$ cat src/plbt_pkg.sv
package plbt_pkg;

    localparam int POS_W   = 64;
    localparam int CNT_W   = 32;
    localparam int CMD_W   = 4;
    localparam int IDX_W   = 2;
    localparam int STEP_W  = 7;   // holds POS_W itself

    // run state codes
    localparam logic [1:0] MODE_STOPPED = 2'd0;
    localparam logic [1:0] MODE_PLAYING = 2'd1;
    localparam logic [1:0] MODE_PAUSED  = 2'd2;
    localparam logic [1:0] MODE_RECORD  = 2'd3;

    // command codes
    localparam logic [CMD_W-1:0] CMD_PLAY     = 4'd0;
    localparam logic [CMD_W-1:0] CMD_PAUSE    = 4'd1;
    localparam logic [CMD_W-1:0] CMD_STOP     = 4'd2;
    localparam logic [CMD_W-1:0] CMD_RECORD   = 4'd3;
    localparam logic [CMD_W-1:0] CMD_STOP_REC = 4'd4;
    localparam logic [CMD_W-1:0] CMD_TOGGLE   = 4'd5;
    localparam logic [CMD_W-1:0] CMD_ADVANCE  = 4'd6;
    localparam logic [CMD_W-1:0] CMD_SET_POS  = 4'd7;
    localparam logic [CMD_W-1:0] CMD_MOVE_POS = 4'd8;

    // configuration register indexes
    localparam logic [IDX_W-1:0] REG_LOOP_ENABLE = 2'd0;
    localparam logic [IDX_W-1:0] REG_LOOP_START  = 2'd1;
    localparam logic [IDX_W-1:0] REG_LOOP_END    = 2'd2;

    typedef enum logic [2:0] {
        ST_IDLE,
        ST_EXEC,
        ST_MLOAD,
        ST_MRUN,
        ST_WRAP,
        ST_DONE
    } plbt_state_t;

    // controller to datapath
    typedef struct packed {
        logic capture;
        logic exec;
        logic mod_load;
        logic mod_step;
        logic wrap_commit;
        logic out_load;
    } plbt_ctl_t;

    // datapath to controller
    typedef struct packed {
        logic wrap_need;
        logic mod_done;
    } plbt_sts_t;

endpackage

$ cat src/plbt_rem.sv
module plbt_rem (
    input  logic                    aclk,
    input  logic                    aresetn,
    input  logic                    load,
    input  logic                    step,
    input  logic [plbt_pkg::POS_W-1:0] dividend,
    input  logic [plbt_pkg::POS_W-1:0] divisor,
    output logic [plbt_pkg::POS_W-1:0] remainder,
    output logic                    done
);
    import plbt_pkg::*;

    logic [POS_W-1:0]  rem_reg, rem_next;
    logic [POS_W-1:0]  dvd_reg, dvd_next;
    logic [POS_W-1:0]  dvs_reg;
    logic [STEP_W-1:0] cnt_reg, cnt_next;
    logic [POS_W:0]    trial;
    logic [POS_W:0]    diff;

    // restoring remainder, one dividend bit per step
    always_comb begin
        trial    = {rem_reg, dvd_reg[POS_W-1]};
        diff     = trial - {1'b0, dvs_reg};
        rem_next = rem_reg;
        dvd_next = dvd_reg;
        cnt_next = cnt_reg;
        if (load) begin
            rem_next = '0;
            dvd_next = dividend;
            cnt_next = '0;
        end else if (step) begin
            rem_next = diff[POS_W] ? trial[POS_W-1:0] : diff[POS_W-1:0];
            dvd_next = {dvd_reg[POS_W-2:0], 1'b0};
            cnt_next = cnt_reg + STEP_W'(1);
        end
    end

    always_ff @(posedge aclk) begin
        if (!aresetn) begin
            cnt_reg <= STEP_W'(POS_W);
        end else begin
            cnt_reg <= cnt_next;
        end
        rem_reg <= rem_next;
        dvd_reg <= dvd_next;
        if (load) begin
            dvs_reg <= divisor;
        end
    end

    assign remainder = rem_reg;
    assign done      = (cnt_reg == STEP_W'(POS_W));

endmodule

$ cat src/plbt_dp.sv
module plbt_dp (
    input  logic                        aclk,
    input  logic                        aresetn,
    input  plbt_pkg::plbt_ctl_t         ctl,
    output plbt_pkg::plbt_sts_t         sts,
    input  logic [plbt_pkg::CMD_W-1:0]  s_cmd,
    input  logic                        s_reset_to_zero,
    input  logic [plbt_pkg::CNT_W-1:0]  s_sample_count,
    input  logic [plbt_pkg::POS_W-1:0]  s_target_position,
    input  logic signed [plbt_pkg::POS_W-1:0] s_position_delta,
    input  logic                        cfg_we,
    input  logic [plbt_pkg::IDX_W-1:0]  cfg_index,
    input  logic [plbt_pkg::POS_W-1:0]  cfg_data,
    output logic [1:0]                  m_run_state,
    output logic                        m_armed,
    output logic [plbt_pkg::POS_W-1:0]  m_sample_position,
    output logic                        m_loop_wrapped,
    output logic                        m_state_event,
    output logic                        m_position_event
);
    import plbt_pkg::*;

    // configuration
    logic             loop_en_reg;
    logic [POS_W-1:0] loop_start_reg;
    logic [POS_W-1:0] loop_end_reg;

    // transport state
    logic [1:0]       mode_reg, mode_next;
    logic             armed_reg, armed_next;
    logic [POS_W-1:0] pos_reg, pos_next;

    // captured request
    logic [CMD_W-1:0] cmd_reg;
    logic             rz_reg;
    logic [CNT_W-1:0] count_reg;
    logic [POS_W-1:0] target_reg;
    logic [POS_W-1:0] delta_reg;

    // per-request results
    logic             evs_reg, evs_next;
    logic             evp_reg, evp_next;
    logic             wrapped_reg, wrapped_next;
    logic [POS_W-1:0] np_reg;

    // output register
    logic [1:0]       out_mode_reg;
    logic             out_armed_reg;
    logic [POS_W-1:0] out_pos_reg;
    logic             out_wrap_reg;
    logic             out_evs_reg;
    logic             out_evp_reg;

    logic             active;
    logic             go_pause;
    logic [POS_W-1:0] adv_pos;
    logic             wrap_hit;
    logic [POS_W+1:0] move_sum;
    logic [POS_W-1:0] rem;
    logic             rem_done;

    assign active   = (mode_reg == MODE_PLAYING) || (mode_reg == MODE_RECORD);
    assign go_pause = (cmd_reg == CMD_PAUSE) || ((cmd_reg == CMD_TOGGLE) && active);
    assign adv_pos  = pos_reg + {{(POS_W-CNT_W){1'b0}}, count_reg};
    assign wrap_hit = loop_en_reg && (loop_end_reg > loop_start_reg) && (adv_pos >= loop_end_reg);
    assign move_sum = {2'b00, pos_reg} + {{2{delta_reg[POS_W-1]}}, delta_reg};

    always_comb begin
        mode_next    = mode_reg;
        armed_next   = armed_reg;
        pos_next     = pos_reg;
        evs_next     = 1'b0;
        evp_next     = 1'b0;
        wrapped_next = 1'b0;
        unique case (cmd_reg)
            CMD_PLAY, CMD_PAUSE, CMD_TOGGLE: begin
                if (go_pause) begin
                    if (mode_reg != MODE_STOPPED && mode_reg != MODE_PAUSED) begin
                        if (mode_reg == MODE_RECORD) begin
                            armed_next = 1'b0;
                        end
                        mode_next = MODE_PAUSED;
                        evs_next  = 1'b1;
                    end
                end else if (mode_reg != MODE_RECORD) begin
                    mode_next = armed_reg ? MODE_RECORD : MODE_PLAYING;
                    evs_next  = 1'b1;
                end
            end
            CMD_STOP: begin
                if (mode_reg != MODE_STOPPED || rz_reg) begin
                    armed_next = 1'b0;
                    mode_next  = MODE_STOPPED;
                    evs_next   = 1'b1;
                    if (rz_reg) begin
                        pos_next = '0;
                        evp_next = 1'b1;
                    end
                end
            end
            CMD_RECORD: begin
                armed_next = 1'b1;
                mode_next  = MODE_RECORD;
                evs_next   = 1'b1;
            end
            CMD_STOP_REC: begin
                armed_next = 1'b0;
                if (mode_reg == MODE_RECORD) begin
                    mode_next = MODE_PLAYING;
                    evs_next  = 1'b1;
                end
            end
            CMD_ADVANCE: begin
                if (active) begin
                    if (wrap_hit) begin
                        // position lands after the remainder pass
                        wrapped_next = 1'b1;
                    end else begin
                        pos_next = adv_pos;
                    end
                end
            end
            CMD_SET_POS: begin
                pos_next = target_reg;
                evp_next = 1'b1;
            end
            CMD_MOVE_POS: begin
                // clamp below zero, saturate above the top
                if (move_sum[POS_W+1]) begin
                    pos_next = '0;
                end else if (move_sum[POS_W]) begin
                    pos_next = '1;
                end else begin
                    pos_next = move_sum[POS_W-1:0];
                end
                evp_next = 1'b1;
            end
            default: begin
            end
        endcase
    end

    assign sts.wrap_need = wrapped_next;
    assign sts.mod_done  = rem_done;

    plbt_rem u_rem (
        .aclk      (aclk),
        .aresetn   (aresetn),
        .load      (ctl.mod_load),
        .step      (ctl.mod_step),
        .dividend  (np_reg - loop_end_reg),
        .divisor   (loop_end_reg - loop_start_reg),
        .remainder (rem),
        .done      (rem_done)
    );

    always_ff @(posedge aclk) begin
        if (!aresetn) begin
            loop_en_reg    <= 1'b0;
            loop_start_reg <= '0;
            loop_end_reg   <= '0;
            mode_reg       <= MODE_STOPPED;
            armed_reg      <= 1'b0;
            pos_reg        <= '0;
        end else begin
            if (cfg_we) begin
                unique case (cfg_index)
                    REG_LOOP_ENABLE: loop_en_reg    <= cfg_data[0];
                    REG_LOOP_START:  loop_start_reg <= cfg_data;
                    REG_LOOP_END:    loop_end_reg   <= cfg_data;
                    default: begin
                    end
                endcase
            end
            if (ctl.exec) begin
                mode_reg  <= mode_next;
                armed_reg <= armed_next;
                pos_reg   <= pos_next;
            end else if (ctl.wrap_commit) begin
                pos_reg <= loop_start_reg + rem;
            end
        end
    end

    always_ff @(posedge aclk) begin
        if (ctl.capture) begin
            cmd_reg    <= s_cmd;
            rz_reg     <= s_reset_to_zero;
            count_reg  <= s_sample_count;
            target_reg <= s_target_position;
            delta_reg  <= s_position_delta;
        end
        if (ctl.exec) begin
            evs_reg     <= evs_next;
            evp_reg     <= evp_next;
            wrapped_reg <= wrapped_next;
            np_reg      <= adv_pos;
        end
        if (ctl.out_load) begin
            out_mode_reg  <= mode_reg;
            out_armed_reg <= armed_reg;
            out_pos_reg   <= pos_reg;
            out_wrap_reg  <= wrapped_reg;
            out_evs_reg   <= evs_reg;
            out_evp_reg   <= evp_reg;
        end
    end

    assign m_run_state       = out_mode_reg;
    assign m_armed           = out_armed_reg;
    assign m_sample_position = out_pos_reg;
    assign m_loop_wrapped    = out_wrap_reg;
    assign m_state_event     = out_evs_reg;
    assign m_position_event  = out_evp_reg;

endmodule

$ cat src/plbt_ctrl.sv
module plbt_ctrl (
    input  logic                 aclk,
    input  logic                 aresetn,
    input  logic                 s_valid,
    output logic                 s_ready,
    output logic                 m_valid,
    input  logic                 m_ready,
    input  plbt_pkg::plbt_sts_t  sts,
    output plbt_pkg::plbt_ctl_t  ctl
);
    import plbt_pkg::*;

    plbt_state_t state_reg, state_next;
    logic        m_valid_reg, m_valid_next;
    logic        out_free;

    assign out_free = !m_valid_reg || m_ready;

    always_comb begin
        state_next = state_reg;
        unique case (state_reg)
            ST_IDLE:  if (s_valid)       state_next = ST_EXEC;
            ST_EXEC:  state_next = sts.wrap_need ? ST_MLOAD : ST_DONE;
            ST_MLOAD: state_next = ST_MRUN;
            ST_MRUN:  if (sts.mod_done)  state_next = ST_WRAP;
            ST_WRAP:  state_next = ST_DONE;
            ST_DONE:  if (out_free)      state_next = ST_IDLE;
            default:  state_next = ST_IDLE;
        endcase
    end

    always_comb begin
        s_ready         = (state_reg == ST_IDLE);
        ctl.capture     = (state_reg == ST_IDLE) && s_valid;
        ctl.exec        = (state_reg == ST_EXEC);
        ctl.mod_load    = (state_reg == ST_MLOAD);
        ctl.mod_step    = (state_reg == ST_MRUN) && !sts.mod_done;
        ctl.wrap_commit = (state_reg == ST_WRAP);
        ctl.out_load    = (state_reg == ST_DONE) && out_free;
        m_valid_next    = ctl.out_load || (m_valid_reg && !m_ready);
    end

    always_ff @(posedge aclk) begin
        if (!aresetn) begin
            state_reg   <= ST_IDLE;
            m_valid_reg <= 1'b0;
        end else begin
            state_reg   <= state_next;
            m_valid_reg <= m_valid_next;
        end
    end

    assign m_valid = m_valid_reg;

endmodule

$ cat src/playback_transport_loop.sv
// playback transport with loop wrap: keeps the run state (stopped, playing,
// paused, recording), a record-armed flag and a 64-bit sample position, and
// answers every command request with exactly one result request carrying the
// state after the command plus wrap and event flags. a request passes through
// the execute state to the hand-off state, which loads the result register;
// an advance that crosses the loop end first goes through the bit-serial
// remainder unit that folds the overshoot into the loop length one bit per
// cycle (64 steps). one request is in flight at a time, but the result
// register lets a new request in while the previous result waits on m_ready.
// the loop registers are written through the cfg channel, which is always
// ready; write them only while no request is in flight.
module playback_transport_loop (
    input  logic                        aclk,
    input  logic                        aresetn,

    // command requests
    input  logic                        s_valid,
    output logic                        s_ready,
    input  logic [plbt_pkg::CMD_W-1:0]  s_cmd,
    input  logic                        s_reset_to_zero,
    input  logic [plbt_pkg::CNT_W-1:0]  s_sample_count,
    input  logic [plbt_pkg::POS_W-1:0]  s_target_position,
    input  logic signed [plbt_pkg::POS_W-1:0] s_position_delta,

    // result requests
    output logic                        m_valid,
    input  logic                        m_ready,
    output logic [1:0]                  m_run_state,
    output logic                        m_armed,
    output logic [plbt_pkg::POS_W-1:0]  m_sample_position,
    output logic                        m_loop_wrapped,
    output logic                        m_state_event,
    output logic                        m_position_event,

    // register writes: 0 loop_enable, 1 loop_start, 2 loop_end
    input  logic                        cfg_valid,
    output logic                        cfg_ready,
    input  logic [plbt_pkg::IDX_W-1:0]  cfg_index,
    input  logic [plbt_pkg::POS_W-1:0]  cfg_data
);
    import plbt_pkg::*;

    plbt_ctl_t ctl;
    plbt_sts_t sts;

    // register writes never stall
    assign cfg_ready = 1'b1;

    // sequencer: idle, execute, optional remainder pass, result hand-off
    plbt_ctrl u_ctrl (
        .aclk    (aclk),
        .aresetn (aresetn),
        .s_valid (s_valid),
        .s_ready (s_ready),
        .m_valid (m_valid),
        .m_ready (m_ready),
        .sts     (sts),
        .ctl     (ctl)
    );

    // transport state, loop registers, remainder unit and result register
    plbt_dp u_dp (
        .aclk              (aclk),
        .aresetn           (aresetn),
        .ctl               (ctl),
        .sts               (sts),
        .s_cmd             (s_cmd),
        .s_reset_to_zero   (s_reset_to_zero),
        .s_sample_count    (s_sample_count),
        .s_target_position (s_target_position),
        .s_position_delta  (s_position_delta),
        .cfg_we            (cfg_valid),
        .cfg_index         (cfg_index),
        .cfg_data          (cfg_data),
        .m_run_state       (m_run_state),
        .m_armed           (m_armed),
        .m_sample_position (m_sample_position),
        .m_loop_wrapped    (m_loop_wrapped),
        .m_state_event     (m_state_event),
        .m_position_event  (m_position_event)
    );

endmodule
$ cat config.mk
export PLATFORM = sky130hd
export DESIGN_NAME = playback_transport_loop
export DESIGN_NICKNAME = d
export VERILOG_FILES = /design/src/plbt_pkg.sv /design/src/plbt_rem.sv /design/src/plbt_dp.sv /design/src/plbt_ctrl.sv /design/src/playback_transport_loop.sv
export SDC_FILE = /design/constraint.sdc
export NUM_CORES = 2
export LEC_CHECK = 0
export BUFFER_PORTS_ARGS = -buffer_cell sky130_fd_sc_hd__buf_2
export CAP_MARGIN = 20
export CELL_PAD_IN_SITES_DETAIL_PLACEMENT = 0
export CELL_PAD_IN_SITES_GLOBAL_PLACEMENT = 1
export CORE_MARGIN = 4
export CORE_UTILIZATION = 45
export DETAILED_ROUTE_END_ITERATION = 7
export PLACE_DENSITY_LB_ADDON = 0.12
export SKIP_CTS_REPAIR_TIMING = 1
export SYNTH_ARGS = -nofsm -noshare
export SYNTH_HDL_FRONTEND = slang
export SYNTH_SLANG_ARGS = --single-unit
$ cat constraint.sdc
create_clock -name aclk -period 6.7 [get_ports aclk]
set_clock_uncertainty 0.05 [all_clocks]
set_input_delay 0.67 -clock aclk [delete_from_list [all_inputs] [get_ports aclk]]
set_output_delay 0.67 -clock aclk [all_outputs]
set_load 0.02 [all_outputs]
* Word level (Yosys, flattened, before mapping)
Cells that the tools add are included.
** Cells by class
- $add $sub $neg :: 7
- Magnitude comparators :: 2
- Equal/unequal tests :: 35
- Multiplexer cells :: 43
- Bitwise gates (word level) :: 1
- Reductions and logical operators :: 33
** Operator list (count)
- 2-to-1 mux 64 bit :: 11
- case mux 64 bit (4 select lines) :: 1
- subtractor 64 bit :: 2
- adder 65 x 64 -> 66 bit :: 1
- subtractor 65 x 64 -> 65 bit :: 1
- adder 64 x 32 -> 64 bit :: 1
- adder 64 bit :: 1
- greater-or-equal comparator 64 bit :: 1
- > comparator 64 bit :: 1
- case mux 3 bit (6 select lines) :: 1
- AND reduction 6 bit :: 3
- equality test 4 x 3 -> 1 bit (second input constant) :: 4
- 2-to-1 mux 1 bit :: 14
- 2-to-1 mux 7 bit :: 2
- inequality test 2 x 1 -> 1 bit (second input constant) :: 7
- 2-to-1 mux 2 bit :: 6
- 2-to-1 mux 3 bit :: 4
- inequality test 3 x 2 -> 1 bit (second input constant) :: 3
- equality test 4 x 2 -> 1 bit (second input constant) :: 2
- logical AND 1 bit :: 8
- case mux 1 bit (4 select lines) :: 2
- case mux 2 bit (4 select lines) :: 1
- adder 7 x 1 -> 7 bit (second input constant) :: 1
- equality test 7 bit (second input constant) :: 1
- 24 further kinds :: 42
** Word-level totals
- Register bits after elaboration :: 701
- Input port bits :: 236
- Output and inout bits :: 73
- Logic and storage cells :: 149

* Logic depth before layout (Yosys ltp)
- Depth in word-level cells :: 8
- Mapped depth :: 27
- Mapped depth without buffers :: 26

* By module
Synthesis repeated with hierarchy kept, for this count alone.
** Unflattened totals
- Cells, all modules :: 5307
- Area, all modules :: 47974.8 µm²
** Modules (own cells, without submodules)
- plbt_dp :: times used 1, cells each 4046, area an instance 35885.7 µm², sequential area each 12992.5 µm²
- plbt_rem :: times used 1, cells each 1225, area an instance 11800.1 µm², sequential area each 5265.0 µm²
- plbt_ctrl :: times used 1, cells each 34, area an instance 277.8 µm², sequential area each 80.1 µm²
- playback_transport_loop :: times used 1, cells each 2, area an instance 11.3 µm², sequential area each 0.0 µm²

* Worst setup path before layout
No wires, ideal clock.
- Kind :: reg-to-reg
- Start point :: register u_ctrl.state_reg[1]
- End point :: register u_dp.cmd_reg[0] (enable)
- Setup time :: 0.544 ns
- Arrival time :: 4.932 ns
- Data required time :: 6.106 ns
- Slack :: 1.174 ns
- Cell stages (with the launch flop) :: 4
- Buffers on the path :: 1
- Period minus slack after synthesis :: 5.526 ns
- Path through :: dfxtp_1 clkbuf_1 nor3_1 and2_1
** RTL lines
- from (decl) :: line plbt_ctrl.sv:13 : plbt_state_t state_reg, state_next;
- from (signal assigned) :: line plbt_ctrl.sv:48 : state_reg <= state_next;
- to (signal assigned) :: line plbt_dp.sv:187 : cmd_reg <= s_cmd;
- to (decl) :: line plbt_dp.sv:34 : logic [CMD_W-1:0] cmd_reg;

* Worst setup path after layout
- Start point :: register u_dp.pos_reg[0]
- End point :: register u_dp.pos_reg[43]
** Between the ends
- Cells in the longest elaborated chain, start to end :: 5
- Elaborated cells on any way between the ends :: 12
- Those cells by class :: add/sub: 2; order compare: 1; eq/ne: 1; mux: 6; reduce/logical: 2
** RTL lines
- from (decl) :: line plbt_dp.sv:31 : logic [POS_W-1:0] pos_reg, pos_next;
- from (signal assigned) :: line plbt_dp.sv:178 : pos_reg <= pos_next;
- from (signal assigned) :: line plbt_dp.sv:180 : pos_reg <= loop_start_reg + rem;
- adder 64 x 32 -> 64 bit :: line plbt_dp.sv:64 : assign adv_pos = pos_reg + {{(POS_W-CNT_W){1'b0}}, count_reg};
- via u_dp.adv_pos[50] :: line plbt_dp.sv:56 : logic [POS_W-1:0] adv_pos;
- greater-or-equal comparator 64 bit :: line plbt_dp.sv:65 : assign wrap_hit = loop_en_reg && (loop_end_reg > loop_start_reg) && (adv_pos >= loop_end_reg);
- logical AND 1 bit :: line plbt_dp.sv:65
- inequality test 3 bit (no source line)
- AND reduction 6 bit (no source line)
The timed path passes the listed nets, and every way through them passes these cells. The select of a mux whose other input is x is not followed.
A chain may end at the register's enable or synchronous reset.

==> flow_summary.ini <==
[run_status]
outcome = completed

[final_layout]
design_area_sq_um = 53900
final_common_cell = nand2_1
utilization_pct = 50.9
syn2layout_area_growth_pct = 11.9
drive_above_1_share_pct = 10.4
mostFrequentLayoutCells = nand2_1 (700), a21oi_1 (479), edfxtp_1 (430)
final_nets = 6246

[route]
vias = 41000
post-route-drc-count = 0
firstDrtPassIters = 6
drtAntennaViolNets = 0
routed_wl_mm = 159
first_iter_violations = 3988
via_per_inst = 5.82
post_drt_wl_per_cell_microns = 22.6

[clock_tree]
root_buffer = clkbuf_16
clock_latency_ps = 660
cts_tree = built
cts_sinks = 701
cts_max_level = 3
clkTransAtPathRegs_ps = 60
clock_path_buffers = 3
numCtsBuffers = 86

[global_route]
grt_pass1_wl_mm = 238
first_global_vias = 38800
grt_max_degree = 96
track_usage_pct = 27.4
antenna_found_initial = 5
grt-ovfl-total = 0

[yosys]
synth-edff-count = 430
synth_nets = 6048
synth_warnings = 0
synthArstFlopShare_pct = 0
avgSynthCellArea_sq_um = 8.93
syn_area_sq_um = 48100
seq_area_frac_synth_pct = 38.1
syn_inst = 5389
synth_flop_cell = edfxtp_1
ys_ff_latch = 701
synth_cell_types = 114
yosysTopAreaCellShare_pct = 26.8
synth_top_cell_by_area = edfxtp_1
synthTopCellsByArea = edfxtp_1 (27%), dfxtp_1 (11%), ha_1 (11%)

[floorplanning]
start_util_pct = 45.5
ios = 309
placementRows = 119
die-area_sq_um = 112000
coreArea_sq_um = 106000
die_w_microns = 335
fp.dieH_microns = 335

[sta]
slew_violations = 0
setup_viol = 0
fin_crit_ps = 6320
period_share_pct = 94.3
maxSlewHeadroom_pct = 26.1
rsz0062_at_grt = no
hold_viol = 0
timing.fmax_ghz = 0.158
worst_pin_slew_ps = 1090

[setup_path]
critPathRequiredTime_ps = 7200
crit_path_start_kind = flip-flop
cp_max_fo = 43
arrival_ps = 6810
critPathKind = reg2reg
endpoint_kind = flip-flop

[worst_hold_path]
hp-class = in2reg

[placement]
port_buffers = 307
routabilityCongestion = 0.922
hpwl_mm = 125
dpl-instance-area_sq_um = 50800

[power]
p_leak_nw = 22.0
ir_worst_vdd_uv = 194
power_density_nw_per_um2 = 248

[flow_run]
cap_violations = 0
cell type report:
class | instances | area [sq um]
repair buffers | 364 | 2030
well taps | 1391 | 1740
inverters | 292 | 1100
multi-input cells | 4142 | 27600
diodes | 2 | 5.00
flip-flops and latches | 701 | 18300
fillers | 10200 | 51900
clock inverters | 46 | 523
clock buffers | 115 | 2480
layer usage:
| metal | GRT usage, % | wire (microns) | up-vias |
|---|---|---|---|
| li1 | - | - | 20100 |
| met1 | 43.1 | 80200 | 19300 |
| met2 | 39.4 | 64800 | 1399 |
| met3 | 3.71 | 10400 | 170 |
| met4 | 6.65 | 3610 | 0 |
| met5 | 0 | 0 | - |
where the power goes:
group	internal (mW)	switching, mW	total, mW
registers	4.92	0.193	5.11
logic	1.27	2.04	3.31
clock network	3.02	1.92	4.94
path summary, 6_finish.rpt:
check,startpoint,end,slack [ps],depth (start not counted)
hold reg to reg,u_dp.evs_reg,u_dp.m_state_event,380,0
setup / recovery,u_dp.pos_reg[0],u_dp.pos_reg[43],380,26
hold / removal,s_sample_count[3],u_dp.count_reg[3],130,1
setup reg to reg,u_dp.pos_reg[0],u_dp.pos_reg[43],380,26
cell usage after synthesis, drive strengths merged, types with 127 or more instances:
| cell | n |
|---|---|
| a21o | 209 |
| a21boi | 147 |
| o21ai | 454 |
| dfxtp | 271 |
| xor2 | 127 |
| nand2 | 701 |
| edfxtp | 430 |
| a21oi | 485 |
| clkbuf | 191 |
| nor2 | 267 |
| xnor2 | 230 |
| inv | 291 |
| ha | 417 |
worst max-delay path: stages, from the launching register on:
cell and delay (ps):
dfxtp_1 380, ha_1 230, inv_1 70, fa_1 400
nor2b_1 180, o2111ai_1 160, nand3_1 120, a21oi_1 150
a21o_1 260, o31ai_2 410, o21ai_1 180, buf_4 220
nor3_1 240, xor2_1 310, ha_1 310, a211o_1 260
o211ai_1 90, a21oi_1 120, a2111oi_4 410, o211ai_1 150
nand2_1 90, a21oi_1 80, a211oi_4 420, buf_4 240
buf_6 360, nor2b_1 100, o21a_1 190
metrics by stage:
step | TNS [ps] | hold WS (ps) | cells | power [mW] | setup WS, ps
floorplan | 0 | 350 | 5389 | 7.46 | 1170
detailed placement | -14.8 | 371 | 6888 | 8.42 | -14.8
CTS | -78.2 | 79.4 | 7049 | 13.4 | -52.7
global placement | 0 | 360 | 6888 | 8.41 | 217
global route | 0 | 101 | 7051 | 14.0 | 57.3
finish | 0 | 134 | 7053 | 13.4 | 384
kinds of logic after synthesis:
group	Yosys count	synth area share, %
simple gates	1499	14.3
other cells	1	0.00779
compound gates	1817	24.4
xor+xnor	357	6.54
buf+inv	546	4.62
mux	45	0.944
flops	701	38.1
fa+ha+maj	423	11.1
Power figures use the tool's default switching activity.
